--- src/design/hlt_pkg.sv ---
// ----------------------------------------------------------------------------
// hlt_pkg
// Shared types and constants for the heartbeat liveness tracker.
// ----------------------------------------------------------------------------
package hlt_pkg;

    // Default number of tracked nodes.
    localparam int NODES_DEF = 32;

    // Field widths fixed by the record format.
    localparam int STAMP_W = 64;
    localparam int MISS_W  = 8;
    localparam int BEAT_W  = 16;
    localparam int IDX_W   = 5;
    localparam int MAP_W   = 32;
    localparam int EV_W    = 3;
    localparam int CIDX_W  = 3;

    // Result event codes.
    localparam logic [EV_W-1:0] EV_SKIP = 3'd0;
    localparam logic [EV_W-1:0] EV_INIT = 3'd1;
    localparam logic [EV_W-1:0] EV_SEEN = 3'd2;
    localparam logic [EV_W-1:0] EV_MISS = 3'd3;
    localparam logic [EV_W-1:0] EV_GONE = 3'd4;

    // Opcodes.
    localparam logic OP_INIT = 1'b0;
    localparam logic OP_SCAN = 1'b1;

    // Configuration register indexes.
    localparam logic [CIDX_W-1:0] CFG_SELF_NODE    = 3'd0;
    localparam logic [CIDX_W-1:0] CFG_MISS_LIMIT   = 3'd1;
    localparam logic [CIDX_W-1:0] CFG_BEAT_INVALID = 3'd2;
    localparam logic [CIDX_W-1:0] CFG_BEAT_NO_COMM = 3'd3;
    localparam logic [CIDX_W-1:0] CFG_BEAT_START   = 3'd4;

    // Configuration reset values.
    localparam logic [MISS_W-1:0] MISS_LIMIT_RST   = 8'd8;
    localparam logic [BEAT_W-1:0] BEAT_INVALID_RST = 16'hFFFF;
    localparam logic [BEAT_W-1:0] BEAT_NO_COMM_RST = 16'd1;
    localparam logic [BEAT_W-1:0] BEAT_START_RST   = 16'd100;

    // Saturation value of a miss counter.
    localparam logic [MISS_W-1:0] MISS_MAX = 8'hFF;

    // Configuration values the update logic needs.
    typedef struct packed {
        logic [MISS_W-1:0] miss_limit;
        logic [BEAT_W-1:0] beat_invalid;
        logic [BEAT_W-1:0] beat_no_comm;
    } t_cfg;

    // Outcome of one record update.
    typedef struct packed {
        logic [EV_W-1:0]    ev;
        logic               we;
        logic [STAMP_W-1:0] stamp;
        logic [MISS_W-1:0]  miss;
        logic               alive;
        logic               clr;
        logic [BEAT_W-1:0]  own;
        logic [BEAT_W-1:0]  shared;
    } t_upd;

endpackage

--- src/design/hlt_ram.sv ---
// ----------------------------------------------------------------------------
// hlt_ram
// Generic single-write, single-read RAM with a registered read port.
// ----------------------------------------------------------------------------
module hlt_ram #(
    parameter int WIDTH = 8,
    parameter int DEPTH = 32
) (
    input  logic                     i_clk,
    input  logic                     i_we,
    input  logic [$clog2(DEPTH)-1:0] i_waddr,
    input  logic [WIDTH-1:0]         i_wdata,
    input  logic                     i_re,
    input  logic [$clog2(DEPTH)-1:0] i_raddr,
    output logic [WIDTH-1:0]         o_rdata
);

    logic [WIDTH-1:0] r_mem [DEPTH];
    logic [WIDTH-1:0] r_rdata;

    // Write port and registered read port.
    always_ff @(posedge i_clk) begin
        if (i_we) begin
            r_mem[i_waddr] <= i_wdata;
        end
        if (i_re) begin
            r_rdata <= r_mem[i_raddr];
        end
    end

    assign o_rdata = r_rdata;

endmodule

--- src/design/hlt_update.sv ---
// ----------------------------------------------------------------------------
// hlt_update
// Per-record update logic: miss counting, revival and multiplier lowering.
// ----------------------------------------------------------------------------
module hlt_update (
    input  logic                       i_op,
    input  logic                       i_in_range,
    input  logic [hlt_pkg::STAMP_W-1:0] i_stamp,
    input  logic [hlt_pkg::BEAT_W-1:0]  i_want,
    input  logic                       i_dism,
    input  logic [hlt_pkg::STAMP_W-1:0] i_old_stamp,
    input  logic [hlt_pkg::MISS_W-1:0]  i_old_miss,
    input  logic                       i_alive,
    input  hlt_pkg::t_cfg               i_cfg,
    input  logic [hlt_pkg::BEAT_W-1:0]  i_own,
    input  logic [hlt_pkg::BEAT_W-1:0]  i_shared,
    output hlt_pkg::t_upd               o_upd
);
    import hlt_pkg::*;

    logic [MISS_W-1:0] w_miss_inc;
    logic [MISS_W-1:0] w_miss_new;
    logic [BEAT_W-1:0] w_own_low;
    logic [BEAT_W-1:0] w_shared_min;
    logic [BEAT_W-1:0] w_shared_low;
    logic              w_lower;

    // Miss counter for an unchanged stamp; a pending dismount jumps to the limit.
    assign w_miss_inc = (i_old_miss < MISS_MAX) ? i_old_miss + 8'd1 : i_old_miss;
    assign w_miss_new = i_dism ? i_cfg.miss_limit : w_miss_inc;

    // Lowered multipliers after a fresh beat.
    assign w_lower      = (i_want != i_cfg.beat_invalid) && (i_own > i_want);
    assign w_own_low    = (i_want == '0) ? i_cfg.beat_no_comm : i_want;
    assign w_shared_min = (i_shared > w_own_low) ? w_own_low : i_shared;
    assign w_shared_low = (w_shared_min == '0) ? i_cfg.beat_no_comm : w_shared_min;

    // Decide the outcome of the record.
    always_comb begin
        o_upd        = '0;
        o_upd.ev     = EV_SKIP;
        o_upd.stamp  = i_old_stamp;
        o_upd.miss   = i_old_miss;
        o_upd.alive  = i_alive;
        o_upd.own    = i_own;
        o_upd.shared = i_shared;
        if (i_in_range) begin
            if (i_op == OP_INIT) begin
                o_upd.ev    = EV_INIT;
                o_upd.we    = 1'b1;
                o_upd.stamp = i_stamp;
            end else if (i_stamp == '0) begin
                o_upd.ev = EV_SKIP;
            end else if (i_old_stamp == i_stamp) begin
                if (i_alive) begin
                    o_upd.we   = 1'b1;
                    o_upd.miss = w_miss_new;
                    o_upd.clr  = i_dism;
                    if (w_miss_new > i_cfg.miss_limit) begin
                        o_upd.alive = 1'b0;
                        o_upd.ev    = EV_GONE;
                    end else begin
                        o_upd.ev = EV_MISS;
                    end
                end
            end else begin
                o_upd.we    = 1'b1;
                o_upd.stamp = i_stamp;
                o_upd.miss  = '0;
                o_upd.alive = 1'b1;
                o_upd.ev    = EV_SEEN;
                if (w_lower) begin
                    o_upd.own    = w_own_low;
                    o_upd.shared = w_shared_low;
                end
            end
        end
    end

endmodule

--- src/design/heartbeat_liveness_tracker_top.sv ---
// Flow: an input is accepted only in S_IDLE, when the node record RAM is read;
// in S_UPDATE, once the output is free, the record is updated, written back and
// the result registered. No new input is taken until that update is done.
// Reset: synchronous, active low; per-entry valid bits clear at once, so the
// record RAM reads as zero with no clearing pass, and the multipliers load 100.
// ----------------------------------------------------------------------------
// heartbeat_liveness_tracker_top
// Tracks node heartbeats in a record RAM and reports liveness per record.
// ----------------------------------------------------------------------------
module heartbeat_liveness_tracker_top #(
    parameter int NODES = hlt_pkg::NODES_DEF
) (
    input  logic                        i_clk,
    input  logic                        i_rst_n,
    // Configuration write port.
    input  logic                        i_cfg_we,
    input  logic [hlt_pkg::CIDX_W-1:0]  i_cfg_index,
    input  logic [hlt_pkg::BEAT_W-1:0]  i_cfg_data,
    // Input channel.
    input  logic                        i_in_valid,
    output logic                        o_in_ready,
    input  logic                        i_opcode,
    input  logic [hlt_pkg::IDX_W-1:0]   i_node_index,
    input  logic [hlt_pkg::STAMP_W-1:0] i_stamp,
    input  logic [hlt_pkg::BEAT_W-1:0]  i_wanted_beat,
    input  logic                        i_dismount_pending,
    // Output channel.
    output logic                        o_out_valid,
    input  logic                        i_out_ready,
    output logic [hlt_pkg::EV_W-1:0]    o_event_res,
    output logic                        o_node_alive,
    output logic [hlt_pkg::MAP_W-1:0]   o_alive_map,
    output logic                        o_dismount_clear,
    output logic [hlt_pkg::BEAT_W-1:0]  o_own_beat,
    output logic [hlt_pkg::BEAT_W-1:0]  o_shared_beat
);
    import hlt_pkg::*;

    localparam int AW = $clog2(NODES);
    localparam int RW = STAMP_W + MISS_W;

    typedef enum logic {S_IDLE, S_UPDATE} t_state;

    t_state             r_state;
    logic               r_op;
    logic [IDX_W-1:0]   r_idx;
    logic [STAMP_W-1:0] r_stamp;
    logic [BEAT_W-1:0]  r_want;
    logic               r_dism;
    logic [NODES-1:0]   r_valid;
    logic [MAP_W-1:0]   r_alive;
    logic [MAP_W-1:0]   n_alive;
    logic [MISS_W-1:0]  r_miss_limit;
    logic [BEAT_W-1:0]  r_beat_invalid;
    logic [BEAT_W-1:0]  r_beat_no_comm;
    logic [BEAT_W-1:0]  r_own;
    logic [BEAT_W-1:0]  r_shared;
    logic               r_out_valid;
    logic [EV_W-1:0]    r_event;
    logic               r_node_alive;
    logic [MAP_W-1:0]   r_alive_map;
    logic               r_clr;
    logic [BEAT_W-1:0]  r_own_out;
    logic [BEAT_W-1:0]  r_shared_out;

    logic               w_in_accept;
    logic               w_go;
    logic               w_in_range;
    logic [AW-1:0]      w_raddr;
    logic [AW-1:0]      w_addr;
    logic [RW-1:0]      w_rdata;
    logic [STAMP_W-1:0] w_old_stamp;
    logic [MISS_W-1:0]  w_old_miss;
    logic               w_ram_we;
    t_cfg               w_cfg;
    t_upd               w_upd;

    // Handshake and step control.
    assign o_in_ready  = (r_state == S_IDLE);
    assign w_in_accept = i_in_valid && o_in_ready;
    assign w_go        = (r_state == S_UPDATE) && (!r_out_valid || i_out_ready);

    // Record RAM addressing: read the new node on accept, hold while stalled.
    assign w_addr     = AW'(r_idx);
    assign w_raddr    = (r_state == S_IDLE) ? AW'(i_node_index) : w_addr;
    assign w_in_range = (32'(r_idx) < NODES);
    assign w_ram_we   = w_go && w_upd.we;

    hlt_ram #(
        .WIDTH (RW),
        .DEPTH (NODES)
    ) u_rec_ram (
        .i_clk   (i_clk),
        .i_we    (w_ram_we),
        .i_waddr (w_addr),
        .i_wdata ({w_upd.stamp, w_upd.miss}),
        .i_re    (1'b1),
        .i_raddr (w_raddr),
        .o_rdata (w_rdata)
    );

    // An entry never written reads as zero.
    assign w_old_stamp = (w_in_range && r_valid[w_addr]) ? w_rdata[RW-1:MISS_W] : '0;
    assign w_old_miss  = (w_in_range && r_valid[w_addr]) ? w_rdata[MISS_W-1:0] : '0;

    assign w_cfg.miss_limit   = r_miss_limit;
    assign w_cfg.beat_invalid = r_beat_invalid;
    assign w_cfg.beat_no_comm = r_beat_no_comm;

    hlt_update u_update (
        .i_op        (r_op),
        .i_in_range  (w_in_range),
        .i_stamp     (r_stamp),
        .i_want      (r_want),
        .i_dism      (r_dism),
        .i_old_stamp (w_old_stamp),
        .i_old_miss  (w_old_miss),
        .i_alive     (w_in_range && r_alive[r_idx]),
        .i_cfg       (w_cfg),
        .i_own       (r_own),
        .i_shared    (r_shared),
        .o_upd       (w_upd)
    );

    // Alive map after the current record.
    always_comb begin
        n_alive = r_alive;
        if (w_in_range) begin
            n_alive[r_idx] = w_upd.alive;
        end
    end

    // Configuration registers.
    always_ff @(posedge i_clk) begin
        if (!i_rst_n) begin
            r_miss_limit   <= MISS_LIMIT_RST;
            r_beat_invalid <= BEAT_INVALID_RST;
            r_beat_no_comm <= BEAT_NO_COMM_RST;
        end else if (i_cfg_we) begin
            unique case (i_cfg_index)
                CFG_SELF_NODE:    ; // The requested multiplier arrives preselected.
                CFG_MISS_LIMIT:   r_miss_limit   <= i_cfg_data[MISS_W-1:0];
                CFG_BEAT_INVALID: r_beat_invalid <= i_cfg_data;
                CFG_BEAT_NO_COMM: r_beat_no_comm <= i_cfg_data;
                default:          ;
            endcase
        end
    end

    // Sequencer, tracker state and registered result.
    always_ff @(posedge i_clk) begin
        if (!i_rst_n) begin
            r_state     <= S_IDLE;
            r_valid     <= '0;
            r_alive     <= '0;
            r_own       <= BEAT_START_RST;
            r_shared    <= BEAT_START_RST;
            r_out_valid <= 1'b0;
        end else begin
            if (i_cfg_we && (i_cfg_index == CFG_BEAT_START)) begin
                r_own    <= i_cfg_data;
                r_shared <= i_cfg_data;
            end
            if (w_go || (r_out_valid && i_out_ready)) begin
                r_out_valid <= w_go;
            end
            unique case (r_state)
                S_IDLE: begin
                    if (w_in_accept) begin
                        r_state <= S_UPDATE;
                    end
                end
                S_UPDATE: begin
                    if (w_go) begin
                        r_state <= S_IDLE;
                        r_alive <= n_alive;
                        r_own    <= w_upd.own;
                        r_shared <= w_upd.shared;
                        if (w_ram_we) begin
                            r_valid[w_addr] <= 1'b1;
                        end
                    end
                end
                default: r_state <= S_IDLE;
            endcase
        end
    end

    // Captured input fields and result payload.
    always_ff @(posedge i_clk) begin
        if (w_in_accept) begin
            r_op    <= i_opcode;
            r_idx   <= i_node_index;
            r_stamp <= i_stamp;
            r_want  <= i_wanted_beat;
            r_dism  <= i_dismount_pending;
        end
        if (w_go) begin
            r_event      <= w_upd.ev;
            r_node_alive <= w_in_range && w_upd.alive;
            r_alive_map  <= n_alive;
            r_clr        <= w_upd.clr;
            r_own_out    <= w_upd.own;
            r_shared_out <= w_upd.shared;
        end
    end

    assign o_out_valid      = r_out_valid;
    assign o_event_res      = r_event;
    assign o_node_alive     = r_node_alive;
    assign o_alive_map      = r_alive_map;
    assign o_dismount_clear = r_clr;
    assign o_own_beat       = r_own_out;
    assign o_shared_beat    = r_shared_out;

`ifndef SYNTHESIS
    // An accepted transaction takes the block out of the idle state.
    a_busy_after_accept: assert property (@(posedge i_clk) disable iff (!i_rst_n)
        w_in_accept |=> !o_in_ready)
        else $error("input ready stayed high after an accepted transaction");

    // Only defined event codes leave the block.
    a_event_code: assert property (@(posedge i_clk) disable iff (!i_rst_n)
        o_out_valid |-> (o_event_res <= EV_GONE))
        else $error("undefined event code on the output");

    // A consumed dismount only comes with a miss or a removal.
    a_clear_event: assert property (@(posedge i_clk) disable iff (!i_rst_n)
        (o_out_valid && o_dismount_clear) |->
            ((o_event_res == EV_MISS) || (o_event_res == EV_GONE)))
        else $error("dismount cleared without a missed beat");

    // A seen beat leaves the node alive, a removal leaves it dead.
    a_alive_event: assert property (@(posedge i_clk) disable iff (!i_rst_n)
        (o_out_valid && ((o_event_res == EV_SEEN) || (o_event_res == EV_GONE))) |->
            (o_node_alive == (o_event_res == EV_SEEN)))
        else $error("node alive bit disagrees with the event");
`endif

endmodule

--- config.mk ---
export PLATFORM = sky130hd
export DESIGN_NAME = heartbeat_liveness_tracker_top
export DESIGN_NICKNAME = d
export VERILOG_FILES = /design/src/design/hlt_pkg.sv /design/src/design/hlt_ram.sv /design/src/design/hlt_update.sv /design/src/design/heartbeat_liveness_tracker_top.sv
export SDC_FILE = /design/constraint.sdc
export NUM_CORES = 2
export LEC_CHECK = 0
export BUFFER_PORTS_ARGS = -buffer_cell sky130_fd_sc_hd__clkbuf_2
export CORE_ASPECT_RATIO = 0.5
export CORE_MARGIN = 3
export CORE_UTILIZATION = 32
export DETAILED_ROUTE_END_ITERATION = 10
export GPL_TIMING_DRIVEN = 0
export PLACE_DENSITY_LB_ADDON = 0.25
export SYNTH_ARGS = -nofsm -noshare
export SYNTH_HDL_FRONTEND = slang
export SYNTH_SLANG_ARGS = --single-unit
--- constraint.sdc ---
create_clock -name i_clk -period 9.81 [get_ports i_clk]
set_input_delay 1.4715 -clock i_clk [delete_from_list [all_inputs] [get_ports i_clk]]
set_output_delay 1.4715 -clock i_clk [all_outputs]
set_load 0.01 [all_outputs]
==> run metrics <==
Clk pin slew, worst setup/hold paths=around 70 ps; first-pass GRT wire length=between 400000 and 500000 um; final wirelength=approximately 330000 um; EDFF count, synth=between 2000 and 2500; largest net degree at the start of global routing=between 50 and 60; DRC violations left=0; slew margin rel.=2.56%; Top delay family on crit path=buffers and inverters; vias in the first global route=just over 60000; post-cts sizing count=0; cells after synthesis=6141; placed inst area=between 0.1 and 0.15 sq mm; Die Width=820 um; row cnt=148; dominant cells by area after synthesis=edfxtp_1, mux4_2, dfxtp_1; final hold vios=0; post-synth top area cell=edfxtp_1; Data required, critical path=10270 ps; final clock skew=between 70 and 80 ps; full die area=between 0.3 and 0.4 sq mm; Starting DRT DRC Count=roughly 7600; final setup TNS=0 ps; overall power=between 20 and 30 mW; CP max FO=10; buffers added on ports=180; GP Congestion=between 0.8 and 0.9; RSZ-0062 raised after global routing=false; Warnings, synthesis=0; Design Area, Final=between 0.1 and 0.15 sq mm; sequential element share of the synthesized area=about three quarters; Worst Hold Slack=about 490 ps; reg2reg setup slack=approximately 1600 ps; # nets final=a little over 7000; drt wl/cell=about 29 um; Via density=around 5.3; TritonRoute pass-1 iters=6; commonest cells in the netlist=edfxtp_1, nand2_1, mux4_2; H-tree depth=5; Worst IR Drop VDD=0.139 mV; Crit path largest cell delay=840 ps; slowest cell on the critical path=clkbuf_1; Tightest Hold Check Type=reg2reg; Worst Path Buf+Inv=8; Yosys top cell area share=between 60% and 70%; final setup fails=0; fin util=38.6%; Seq cells post-synth=approximately 2700; Avg Inst Size Synth=17.3 sq um; critical path type=reg2reg; syn_nets=between 6000 and 7000; proportion of layout cells with a drive suffix above 1=a little under a quarter; io pins=182; clock buffer count from CTS=267; max cap viols=0; vias=about 60000; most frequent cell after synthesis=edfxtp_1; Syn-to-layout area delta=19.1%; asr flop ratio synth=0%; Initial Util=roughly 32%; core area=around 0.33 sq mm; Post-synth top flop=edfxtp_1; P_leak=41.6 nW; Clock Tree Buf Depth=4; max frequency=around 0.12 GHz; post-route ant nets=0; grt ovf=0; die height=roughly 410 um; hpwl dp=240000 um; slew of the pin with the lowest slew margin=roughly 1500 ps; post-synthesis cell type count=73; hold-fix buffers at CTS=0; CP startpoint kind=flop; clk sinks=2670; fin crit share=a little over four fifths; initial antenna violation count=29; post-CTS setup buffer count=0; Worst-Skew Late Latency=around 870 ps; crit path time final=about 8200 ps; CTS tree=done; post-synthesis cell area=roughly 0.11 sq mm; fin. max-slew vios=0; clock root cell=clkbuf_16; total track usage=19.3%; outcome=complete, no violations; Worst Path Arrival=8620 ps; pwr dens=~200 mW/mm^2; CP endpoint kind=flop
## worst paths after layout
| check | startpoint | end | depth (start not counted) |
|---|---|---|---|
| hold reg to reg | r_beat_invalid[14] | r_beat_invalid[14] | 2 |
| hold / removal | r_beat_invalid[14] | r_beat_invalid[14] | 2 |
| setup reg to reg | r_idx[4] | o_alive_map[2] | 30 |
| setup / recovery | r_idx[4] | o_alive_map[2] | 30 |
## metal layers
metal	GRT usage, %	up-vias	part of all wire (%)
li1	-	25900	-
met1	27.4	32300	43
met2	31.0	2598	47
met3	3.18	456	7.7
met4	5.31	2	2.8
met5	0	-	0.0039
## worst register-to-register path, delay by kind of cell, from the launching register on
| family | cells | cell delay [ps] |
|---|---|---|
| flops | 1 | 500 |
| buf+inv | 8 | 2900 |
| fa+ha+maj | 2 | 440 |
| compound gates | 11 | 2140 |
| simple gates | 9 | 1830 |
## registers in the layout, summed over array words and instances (netlist names), 5 cells and up
register,count
r_valid,32
r_beat_no_comm,16
r_own,16
r_shared,16
u_rec_ram.r_mem,2304
o_shared_beat,16
u_rec_ram.o_rdata,72
r_beat_invalid,16
r_miss_limit,8
r_alive,32
r_want,16
r_idx,5
o_alive_map,32
r_stamp,64
o_own_beat,16
## logic make-up (layout without fill, tap and decap cells)
group / Yosys count / count (layout) / synth area share [%]
buffers and inverters: 484 / 1511 / 1.85
adder cells (fa/ha/maj): 41 / 41 / 0.484
AND/OR/NAND/NOR: 1642 / 1642 / 6.84
flip-flops: 2670 / 2670 / 73.6
other: 0 / 14 / 0
multiplexers: 683 / 683 / 13.4
AO/OA/AOI/OAI: 565 / 565 / 3.36
XOR/XNOR: 56 / 56 / 0.462
## per-stage QoR
stage	worst slack [ps]	std cells
after floorplan	1510	6141
after global placement	-9430	10700
after detailed placement	1100	11000
after CTS	1070	11500
after global routing	1270	11500
final	1650	11500
## placed cells by master, fill, tap and decap left out, types with 35 or more instances in the layout
cell type	Yosys	layout
a31oi_1	53	53
a21oi_1	231	231
clkbuf_16	0	277
clkinv_1	0	54
nand2_1	858	858
dfxtp_1	210	210
mux2i_4	0	52
clkinv_2	0	35
buf_1	108	105
buf_6	11	308
nor2_1	97	97
ha_1	41	41
edfxtp_1	2460	2460
mux4_2	586	586
inv_1	122	122
clkbuf_2	0	202
buf_4	11	35
clkbuf_1	213	252
nand3_1	519	519
o21ai_0	100	100
## where the power goes
group	switching [mW]	internal (mW)	total (mW)
sequential	0.200	12.6	12.8
clock	4.40	5.75	10.1
combinational	1.55	0.831	2.38
total	6.15	19.2	25.4
## final cells by class
class                      instances  area, sq um
clock inverter                   127         1150
timing repair buffer             557         5470
tap                             4350         5440
antenna                           14         35.0
sequential                      2670        78100
clock buffer                     343         7230
fill                           29900       201000
multi-input combinational       2987        26900
inverter                         122          458
buffer                           362         1540
Power figures use the tool's default switching activity.
